<file path="src/hw/rtl/swtm_pkg.sv">
// Shared types, codes and constants of the software timer multiplexer.
`default_nettype none

package swtm_pkg;

  localparam int SlotCountDef    = 16;
  localparam int CompareLimitDef = 65535;
  localparam int MaxFired        = 16;
  localparam int FireCntW        = 5;
  localparam int RemW            = 26;
  localparam int PeriodW         = 24;
  localparam int IdentW          = 16;
  localparam int ElapsedW        = 17;
  localparam int CounterW        = 16;

  localparam logic [1:0] ActTick  = 2'd0;
  localparam logic [1:0] ActStart = 2'd1;
  localparam logic [1:0] ActStop  = 2'd2;

  localparam logic [1:0] KindFired   = 2'd0;
  localparam logic [1:0] KindSummary = 2'd1;
  localparam logic [1:0] KindAck     = 2'd2;

  typedef struct packed {
    logic [1:0]          action;
    logic [3:0]          slot;
    logic [IdentW-1:0]   timer_ident;
    logic [PeriodW-1:0]  period;
    logic                repeat_req;
    logic [ElapsedW-1:0] elapsed;
    logic [CounterW-1:0] counter_now;
  } item_t;

  typedef struct packed {
    logic [1:0]          kind;
    logic [IdentW-1:0]   fired_ident;
    logic [CounterW-1:0] next_compare;
    logic                running;
    logic [31:0]         tick_total;
    logic [CounterW-1:0] jitter_peak;
    logic [CounterW-1:0] jitter_peak_ever;
    logic [31:0]         jitter_sum;
    logic                last;
  } result_t;

  // One row of the timer table.
  typedef struct packed {
    logic signed [RemW-1:0] rem;
    logic [PeriodW-1:0]     period;
    logic                   reload;
    logic [IdentW-1:0]      ident;
  } slot_entry_t;

  // What the slot unit hands back to the sequencer for one visited slot.
  typedef struct packed {
    logic signed [RemW-1:0] rem;
    logic                   fired;
    logic                   live;
    logic signed [RemW-1:0] least;
    logic                   have;
  } slot_upd_t;

endpackage

`default_nettype wire

</file>
<file path="src/hw/rtl/software_timer_multiplexer_top.sv">
// Start and stop are acknowledged by one result beat in the cycle after acceptance; busy stays low.
// A tick keeps busy high through the slot walk and the summary state; no new item is taken while busy is high.
// The tick walks the slots one per cycle through the single table read port and the slot unit;
// fired beats follow in slot order and the summary beat comes last, registered from the summary state.
// Results cannot be stalled. Reset clears every live bit, the statistics and the running flag.
`default_nettype none

module software_timer_multiplexer_top #(
  parameter int SLOT_COUNT    = swtm_pkg::SlotCountDef,
  parameter int COMPARE_LIMIT = swtm_pkg::CompareLimitDef
) (
  input  wire logic            clk_i,
  input  wire logic            rst_ni,
  input  wire logic            start,
  output logic                 busy,
  input  wire swtm_pkg::item_t item_i,
  output logic                 result_valid_o,
  output swtm_pkg::result_t    result_o
);

  localparam int IdxW = (SLOT_COUNT > 1) ? $clog2(SLOT_COUNT) : 1;
  localparam int RemW = swtm_pkg::RemW;
  localparam int CntW = swtm_pkg::CounterW;

  typedef enum logic [1:0] {StIdle, StRun, StSum} state_e;

  state_e                           state_q, state_d;
  logic [IdxW-1:0]                  idx_q, idx_d;
  logic [SLOT_COUNT-1:0]            live_q, live_d;
  logic [SLOT_COUNT-1:0]            live_after_stop;
  logic [swtm_pkg::FireCntW-1:0]    fire_cnt_q, fire_cnt_d;
  logic signed [RemW-1:0]           least_q, least_d;
  logic                             have_q, have_d;
  logic [swtm_pkg::ElapsedW-1:0]    elapsed_q, elapsed_d;
  logic [CntW-1:0]                  cnow_q, cnow_d;
  logic [31:0]                      tick_q, tick_d;
  logic [31:0]                      jsum_q, jsum_d;
  logic [CntW-1:0]                  jhigh_q, jhigh_d;
  logic [CntW-1:0]                  jever_q, jever_d;
  logic                             running_q, running_d;
  logic                             res_valid_q, res_valid_d;
  swtm_pkg::result_t                res_q, res_d;

  logic                             accept;
  logic                             slot_ok;
  logic [IdxW-1:0]                  slot_idx;
  logic                             last_idx;
  logic                             tbl_we;
  logic [IdxW-1:0]                  tbl_waddr;
  logic [IdxW-1:0]                  tbl_raddr;
  swtm_pkg::slot_entry_t            tbl_wdata;
  swtm_pkg::slot_entry_t            tbl_rdata;
  swtm_pkg::slot_upd_t              upd;
  logic signed [RemW:0]             compare_sum;
  logic [CntW-1:0]                  next_cmp;

  swtm_table #(
    .SLOT_COUNT(SLOT_COUNT)
  ) u_table (
    .clk_i  (clk_i),
    .we_i   (tbl_we),
    .waddr_i(tbl_waddr),
    .wdata_i(tbl_wdata),
    .raddr_i(tbl_raddr),
    .rdata_o(tbl_rdata)
  );

  swtm_slot_unit u_slot_unit (
    .entry_i  (tbl_rdata),
    .live_i   (live_q[idx_q]),
    .elapsed_i(elapsed_q),
    .least_i  (least_q),
    .have_i   (have_q),
    .upd_o    (upd)
  );

  assign accept   = start && (state_q == StIdle);
  assign slot_ok  = (int'(item_i.slot) < SLOT_COUNT);
  assign slot_idx = IdxW'(item_i.slot);
  assign last_idx = (idx_q == IdxW'(SLOT_COUNT - 1));

  always_comb begin
    live_after_stop = live_q;
    if (slot_ok) begin
      live_after_stop[slot_idx] = 1'b0;
    end
  end

  // Next compare value: least remaining time plus the sampled counter, clamped.
  always_comb begin
    compare_sum = $signed({least_q[RemW-1], least_q})
                + $signed({{(RemW + 1 - CntW){1'b0}}, cnow_q});
    if (!have_q || (compare_sum < $signed({(RemW + 1){1'b0}}))) begin
      next_cmp = '0;
    end else if (compare_sum > $signed((RemW + 1)'(COMPARE_LIMIT))) begin
      next_cmp = CntW'(COMPARE_LIMIT);
    end else begin
      next_cmp = compare_sum[CntW-1:0];
    end
  end

  always_comb begin
    state_d     = state_q;
    idx_d       = idx_q;
    live_d      = live_q;
    fire_cnt_d  = fire_cnt_q;
    least_d     = least_q;
    have_d      = have_q;
    elapsed_d   = elapsed_q;
    cnow_d      = cnow_q;
    tick_d      = tick_q;
    jsum_d      = jsum_q;
    jhigh_d     = jhigh_q;
    jever_d     = jever_q;
    running_d   = running_q;
    res_valid_d = 1'b0;
    res_d       = res_q;
    tbl_we      = 1'b0;
    tbl_waddr   = idx_q;
    tbl_wdata   = tbl_rdata;
    tbl_raddr   = '0;

    res_d.tick_total       = tick_q;
    res_d.jitter_peak      = jhigh_q;
    res_d.jitter_peak_ever = jever_q;
    res_d.jitter_sum       = jsum_q;

    unique case (state_q)
      StIdle: begin
        if (accept) begin
          unique case (item_i.action) inside
            swtm_pkg::ActTick: begin
              tick_d     = tick_q + 32'd1;
              jsum_d     = jsum_q + 32'(item_i.counter_now);
              jhigh_d    = (item_i.counter_now > jhigh_q) ? item_i.counter_now : jhigh_q;
              jever_d    = (item_i.counter_now > jever_q) ? item_i.counter_now : jever_q;
              elapsed_d  = item_i.elapsed;
              cnow_d     = item_i.counter_now;
              idx_d      = '0;
              fire_cnt_d = '0;
              least_d    = '0;
              have_d     = 1'b0;
              state_d    = StRun;
            end
            swtm_pkg::ActStart, swtm_pkg::ActStop: begin
              if (slot_ok) begin
                if (item_i.action == swtm_pkg::ActStart) begin
                  tbl_we           = 1'b1;
                  tbl_waddr        = slot_idx;
                  tbl_wdata.rem    = RemW'(item_i.period);
                  tbl_wdata.period = item_i.period;
                  tbl_wdata.reload = item_i.repeat_req;
                  tbl_wdata.ident  = item_i.timer_ident;
                  live_d[slot_idx] = 1'b1;
                  running_d        = 1'b1;
                end else begin
                  // A stopped slot's row is left as is: its live bit guards every read.
                  live_d    = live_after_stop;
                  running_d = |live_after_stop;
                end
              end
              res_valid_d        = 1'b1;
              res_d.kind         = swtm_pkg::KindAck;
              res_d.fired_ident  = '0;
              res_d.next_compare = '0;
              res_d.running      = running_d;
              res_d.last         = 1'b1;
            end
            default: begin
            end
          endcase
        end
      end
      StRun: begin
        if (live_q[idx_q]) begin
          tbl_we        = 1'b1;
          tbl_wdata.rem = upd.rem;
          live_d[idx_q] = upd.live;
          least_d       = upd.least;
          have_d        = upd.have;
          if (upd.fired && (fire_cnt_q < swtm_pkg::FireCntW'(swtm_pkg::MaxFired))) begin
            fire_cnt_d         = fire_cnt_q + swtm_pkg::FireCntW'(1);
            res_valid_d        = 1'b1;
            res_d.kind         = swtm_pkg::KindFired;
            res_d.fired_ident  = tbl_rdata.ident;
            res_d.next_compare = '0;
            res_d.running      = 1'b0;
            res_d.last         = 1'b0;
          end
        end
        // Fetch the next row while this one is written back.
        if (last_idx) begin
          state_d = StSum;
        end else begin
          idx_d     = idx_q + IdxW'(1);
          tbl_raddr = idx_q + IdxW'(1);
        end
      end
      StSum: begin
        running_d          = have_q;
        res_valid_d        = 1'b1;
        res_d.kind         = swtm_pkg::KindSummary;
        res_d.fired_ident  = '0;
        res_d.next_compare = next_cmp;
        res_d.running      = have_q;
        res_d.last         = 1'b1;
        state_d            = StIdle;
      end
      default: begin
        state_d = StIdle;
      end
    endcase
  end

  always_ff @(posedge clk_i or negedge rst_ni) begin
    if (!rst_ni) begin
      state_q     <= StIdle;
      idx_q       <= '0;
      live_q      <= '0;
      fire_cnt_q  <= '0;
      have_q      <= 1'b0;
      tick_q      <= '0;
      jsum_q      <= '0;
      jhigh_q     <= '0;
      jever_q     <= '0;
      running_q   <= 1'b0;
      res_valid_q <= 1'b0;
    end else begin
      state_q     <= state_d;
      idx_q       <= idx_d;
      live_q      <= live_d;
      fire_cnt_q  <= fire_cnt_d;
      have_q      <= have_d;
      tick_q      <= tick_d;
      jsum_q      <= jsum_d;
      jhigh_q     <= jhigh_d;
      jever_q     <= jever_d;
      running_q   <= running_d;
      res_valid_q <= res_valid_d;
    end
  end

  always_ff @(posedge clk_i) begin
    least_q   <= least_d;
    elapsed_q <= elapsed_d;
    cnow_q    <= cnow_d;
    res_q     <= res_d;
  end

  assign busy           = (state_q != StIdle);
  assign result_valid_o = res_valid_q;
  assign result_o       = res_q;

  // A fired beat always comes while the tick is still being worked on.
  assert property (@(posedge clk_i) disable iff (!rst_ni)
    (result_valid_o && (result_o.kind == swtm_pkg::KindFired)) |-> (busy && !result_o.last))
    else $error("fired beat outside a tick pass");

  // Acknowledges never overlap a tick pass.
  assert property (@(posedge clk_i) disable iff (!rst_ni)
    (result_valid_o && (result_o.kind == swtm_pkg::KindAck)) |-> !busy)
    else $error("acknowledge beat during a tick pass");

  // A summary with nothing live never requests a compare value.
  assert property (@(posedge clk_i) disable iff (!rst_ni)
    (result_valid_o && (result_o.kind == swtm_pkg::KindSummary) && !result_o.running)
      |-> (result_o.next_compare == '0))
    else $error("compare value given with no live timer");

  // An accepted tick starts the slot walk at the first slot.
  assert property (@(posedge clk_i) disable iff (!rst_ni)
    (accept && (item_i.action == swtm_pkg::ActTick)) |=> (busy && (idx_q == '0)))
    else $error("tick did not start the slot walk");

  // The summary beat comes in the cycle after the summary state.
  assert property (@(posedge clk_i) disable iff (!rst_ni)
    (state_q == StSum) |=> (result_valid_o && (result_o.kind == swtm_pkg::KindSummary)))
    else $error("summary beat missing after the slot walk");

endmodule

`default_nettype wire

</file>
<file path="src/hw/rtl/swtm_table.sv">
// Timer table memory: one write port, one registered read port.
`default_nettype none

module swtm_table #(
  parameter int SLOT_COUNT = swtm_pkg::SlotCountDef,
  localparam int IdxW = (SLOT_COUNT > 1) ? $clog2(SLOT_COUNT) : 1
) (
  input  wire logic                  clk_i,
  input  wire logic                  we_i,
  input  wire logic [IdxW-1:0]       waddr_i,
  input  wire swtm_pkg::slot_entry_t wdata_i,
  input  wire logic [IdxW-1:0]       raddr_i,
  output swtm_pkg::slot_entry_t      rdata_o
);

  swtm_pkg::slot_entry_t mem_q [SLOT_COUNT];
  swtm_pkg::slot_entry_t rdata_q;

  always_ff @(posedge clk_i) begin
    if (we_i) begin
      mem_q[waddr_i] <= wdata_i;
    end
  end

  always_ff @(posedge clk_i) begin
    rdata_q <= mem_q[raddr_i];
  end

  assign rdata_o = rdata_q;

endmodule

`default_nettype wire

</file>
<file path="src/hw/rtl/swtm_slot_unit.sv">
// Shared slot unit: subtract elapsed ticks, detect expiry, reload and track the minimum.
`default_nettype none

module swtm_slot_unit (
  input  wire swtm_pkg::slot_entry_t                  entry_i,
  input  wire logic                                   live_i,
  input  wire logic [swtm_pkg::ElapsedW-1:0]          elapsed_i,
  input  wire logic signed [swtm_pkg::RemW-1:0]       least_i,
  input  wire logic                                   have_i,
  output swtm_pkg::slot_upd_t                         upd_o
);

  localparam int RemW = swtm_pkg::RemW;

  logic signed [RemW:0]   diff;
  logic signed [RemW-1:0] rem_sat;
  logic signed [RemW:0]   reloaded;
  logic                   expired;
  logic signed [RemW-1:0] rem_new;
  logic                   live_new;

  always_comb begin
    diff = $signed({entry_i.rem[RemW-1], entry_i.rem})
         - $signed({{(RemW + 1 - swtm_pkg::ElapsedW){1'b0}}, elapsed_i});
    // Saturate at the most negative value that 26 signed bits hold.
    if (diff < $signed({2'b11, {(RemW - 1){1'b0}}})) begin
      rem_sat = {1'b1, {(RemW - 1){1'b0}}};
    end else begin
      rem_sat = diff[RemW-1:0];
    end
    expired  = (rem_sat <= $signed({RemW{1'b0}}));
    reloaded = $signed({rem_sat[RemW-1], rem_sat})
             + $signed({{(RemW + 1 - swtm_pkg::PeriodW){1'b0}}, entry_i.period});
    rem_new  = rem_sat;
    live_new = live_i;
    if (expired) begin
      if (entry_i.reload) begin
        rem_new = reloaded[RemW-1:0];
      end else begin
        rem_new  = '0;
        live_new = 1'b0;
      end
    end

    upd_o.rem   = rem_new;
    upd_o.fired = live_i && expired;
    upd_o.live  = live_new;
    upd_o.least = least_i;
    upd_o.have  = have_i;
    if (live_new && (!have_i || (rem_new < least_i))) begin
      upd_o.least = rem_new;
      upd_o.have  = 1'b1;
    end
  end

endmodule

`default_nettype wire
</file>
<file path="config.mk">
export PLATFORM = sky130hd
export DESIGN_NAME = software_timer_multiplexer_top
export DESIGN_NICKNAME = d
export VERILOG_FILES = /design/src/hw/rtl/swtm_pkg.sv /design/src/hw/rtl/software_timer_multiplexer_top.sv /design/src/hw/rtl/swtm_table.sv /design/src/hw/rtl/swtm_slot_unit.sv
export SDC_FILE = /design/constraint.sdc
export NUM_CORES = 2
export LEC_CHECK = 0
export BUFFER_PORTS_ARGS = -buffer_cell sky130_fd_sc_hd__buf_2
export CORE_MARGIN = 2
export CORE_UTILIZATION = 30
export CTS_CLUSTER_SIZE = 10
export DETAILED_ROUTE_END_ITERATION = 12
export SLEW_MARGIN = 40
export SYNTH_ARGS = -nofsm -noshare
export SYNTH_HDL_FRONTEND = slang
export SYNTH_SLANG_ARGS = --single-unit
</file>
<file path="constraint.sdc">
create_clock -name clk_i -period 10 [get_ports clk_i]
set_input_delay 1 -clock clk_i [delete_from_list [all_inputs] [get_ports clk_i]]
set_output_delay 1 -clock clk_i [all_outputs]
set_load 0.01 [all_outputs]
</file>
==> metrics.txt <==
part of the cycle the worst path needs 88.44%; CORE AREA ~200,000 um2; cell accounting for the most synthesized area edfxtp_1; number of synthesized flops with an enable pin ~1,200; Synth top cells by count nand2_1 (1,326), edfxtp_1 (1,167), nand3_1 (325), clkbuf_1 (284), a311oi_1 (202); Pre-antenna DRT Iters 5; Adder-Cell Fraction of Synth Area under 10%; largest net degree at the start of global routing about 180; drt wl/cell roughly 22 um; compound-gate portion of the synthesized area between 8 and 9%; vias in the first global route 39,930; Post-Route WL 179,400 um; initial antenna violation count 9; Post-Synth Simple-Gate Area 15.70%; Total Routing Usage GR between 10% and 20%; GR Util met1 between 20 and 25%; drt drc 0; XOR/XNOR share of the synthesized area 1.539%; startpoint types register; Hold Fails Final Rpt 0; post-synthesis mux area share less than 1%; M3 GR Usage around 2.8%; HP Class input port to async pin; Num CTS Buffers 166; Hold Slack 0.1872 ns; grt ovf 0; CTS tree yes; Rows approximately 170; Worst path max stage delay about 0.55 ns; PD cells between 300 and 400 nW/um2; Total Power roughly 22,000 uW; Yosys top cell area share between 50% and 60%; Longest Clk Path Bufs 3; Iter 0 DRT Violations about 4,600; post-CTS sizing 0; Least-Margin Pin Slew a little under 1 ns; quantity of I/O buffers inserted on ports 216; chip height between 400 and 500 um; main combinational cell family by area after synthesis simple AND/OR/NAND/NOR gates; pins over their slew limit 0; Layout area overhead 16.15%; Cells after Synth roughly 5,200; Netlist Area Pre-Place between 60,000 and 70,000 um2; Arrival @ worst endpoint roughly 9.3 ns; first-pass GRT wire length around 260,000 um; Routed Antenna Nets 0; syn_nets between 5,000 and 6,000; Final Skew around 0.052 ns; clock-pin slew on the worst setup and hold paths 0.06 ns; die area between 200,000 and 250,000 um2; TNS Setup 0 ns; nets between 5,000 and 6,000; # Max-Cap Violations 0; DPL Wire Length approximately 110,000 um; H-tree depth reported by CTS 4; register area share after synthesis ~67%; Final setup viols 0; CTS sink cnt 1,455; f_max roughly 110 MHz; yosys warns 0; Reg2Reg Depth 32; Crit path required time approximately 10 ns; Top FF cell, synth edfxtp_1; maximum fanout along the worst path 26; Yosys reg bits about 1,500; Relative slew margins between 30% and 40%; post-CTS setup buffers 0; Final Critical Period 8.844 ns; via count between 40,000 and 50,000; synth top area cells edfxtp_1 (57%), nand2_1 (8.1%), dfxtp_1 (5.3%), dfrtp_1 (5.1%), ha_1 (2.9%); Syn Area/Cell between 10 and 15 um2; Unique masters post-synth 78; critical path type register to register; CTS root buf clkbuf_16; Via density 5.138; initial cell density of the core 30.10%; IO Pins approximately 220; Skew-Pair Late Insertion Delay about 0.8 ns; share of layout cells above drive strength 1 11.50%; slowest CP cell a2111oi_4; gr busiest metal met2; crit end category register; GPL Wtd Cong around 0.91; status finished, final reports clean; met2 usage 27.06%; most frequent cell after synthesis nand2_1; final core occ a little over a third; RSZ-0062 raised after global routing false; Static Leak between 0.02 and 0.03 uW; Post-synth ARST share under 10%; worst vdd ir approximately 0.25 mV; Die Width ~460 um; Hold Buf Count CTS 0
## kinds of logic (layout without fill, tap and decap cells)
group / count (synthesis) / count (layout)
simple gates: 2198 / 2198
flops: 1455 / 1455
compound gates: 764 / 764
buf+inv: 445 / 795
fa+ha+maj: 146 / 146
xor+xnor: 108 / 108
mux: 40 / 40
other cells: 0 / 1
## critical path, delay by kind of cell (launching register included)
kind                       cells  cell delay [ns]
xor gates and xnor gates       1             0.33
buffers and inverters          1             0.36
AOI/OAI and AO/OA             19             5.00
DFF                            1             0.37
adders and majority gates      4             1.23
and+or+nand+nor                7             1.21
## per-stage QoR
step	cells	area [um2]	setup slack, ns
3_3_place_gp	7846	65740	1.454
4_1_cts	8192	71300	1.243
3_5_place_dp	7889	66370	1.307
5_1_grt	8194	71380	0.3939
6_report	8195	71390	1.156
2_1_floorplan	5156	61460	1.041
## metal layers
layer / vias up / part of all wire, %
li1: 19240 / -
met1: 21040 / 43
met2: 1536 / 47
met3: 273 / 6.4
met4: 8 / 2.9
met5: - / 0.024
## layout by cell type, fill, tap and decap left out, types with 73 or more instances in the layout
| cell type | synthesis | final |
|---|---|---|
| a21oi_1 | 160 | 154 |
| buf_2 | 1 | 232 |
| nand2_1 | 1326 | 1324 |
| xnor2_1 | 73 | 73 |
| nand3_1 | 325 | 322 |
| inv_1 | 144 | 143 |
| and3_1 | 176 | 175 |
| a311oi_1 | 202 | 202 |
| dfxtp_1 | 163 | 162 |
| clkbuf_1 | 284 | 113 |
| edfxtp_1 | 1167 | 1167 |
| a31oi_1 | 108 | 107 |
| nor2_1 | 146 | 128 |
| buf_4 | 2 | 74 |
| ha_1 | 142 | 140 |
| dfrtp_1 | 125 | 125 |
| clkbuf_16 | 0 | 169 |
| o21ai_0 | 76 | 74 |
## report_power, final
part / switching [uW] / internal (uW)
clock network: 2400 / 3180
registers: 492 / 8200
logic: 5310 / 2560
total: 8200 / 13900
## area by class of cell
type | count | area [um2]
multi-input cells | 3256 | 18620
repair buffers | 348 | 2502
diodes | 1 | 2.502
clock buffers | 284 | 4681
inverters | 144 | 540.5
clock inverters | 19 | 244.0
fillers | 19840 | 132800
well taps | 2688 | 3363
flip-flops and latches | 1455 | 41440
## final timing paths
kind	from	endpoint	slack (ns)
worst max register to register	elapsed_q[0]	least_q[5]	1.16
max in group asynchronous	rst_ni	tick_q[4]	8.54
worst min register to register	jhigh_q[4]	result_o[53]	0.39
worst max-delay path	elapsed_q[0]	least_q[5]	1.16
min in group clk_i	jhigh_q[4]	result_o[53]	0.39
worst min-delay path	rst_ni	async pin	0.19
## registers in the layout, summed over array words and instances (netlist names), named ones only
register	flops
fire_cnt_q	5
least_q	26
jever_q	16
idx_q	4
state_q	2
elapsed_q	17
u_table.rdata_o	67
u_table.mem_q	1072
result_o	132
cnow_q	16
tick_q	32
jhigh_q	16
jsum_q	32
result_valid_o	1
have_q	1
Note: power is estimated with default switching activity, not from simulation.
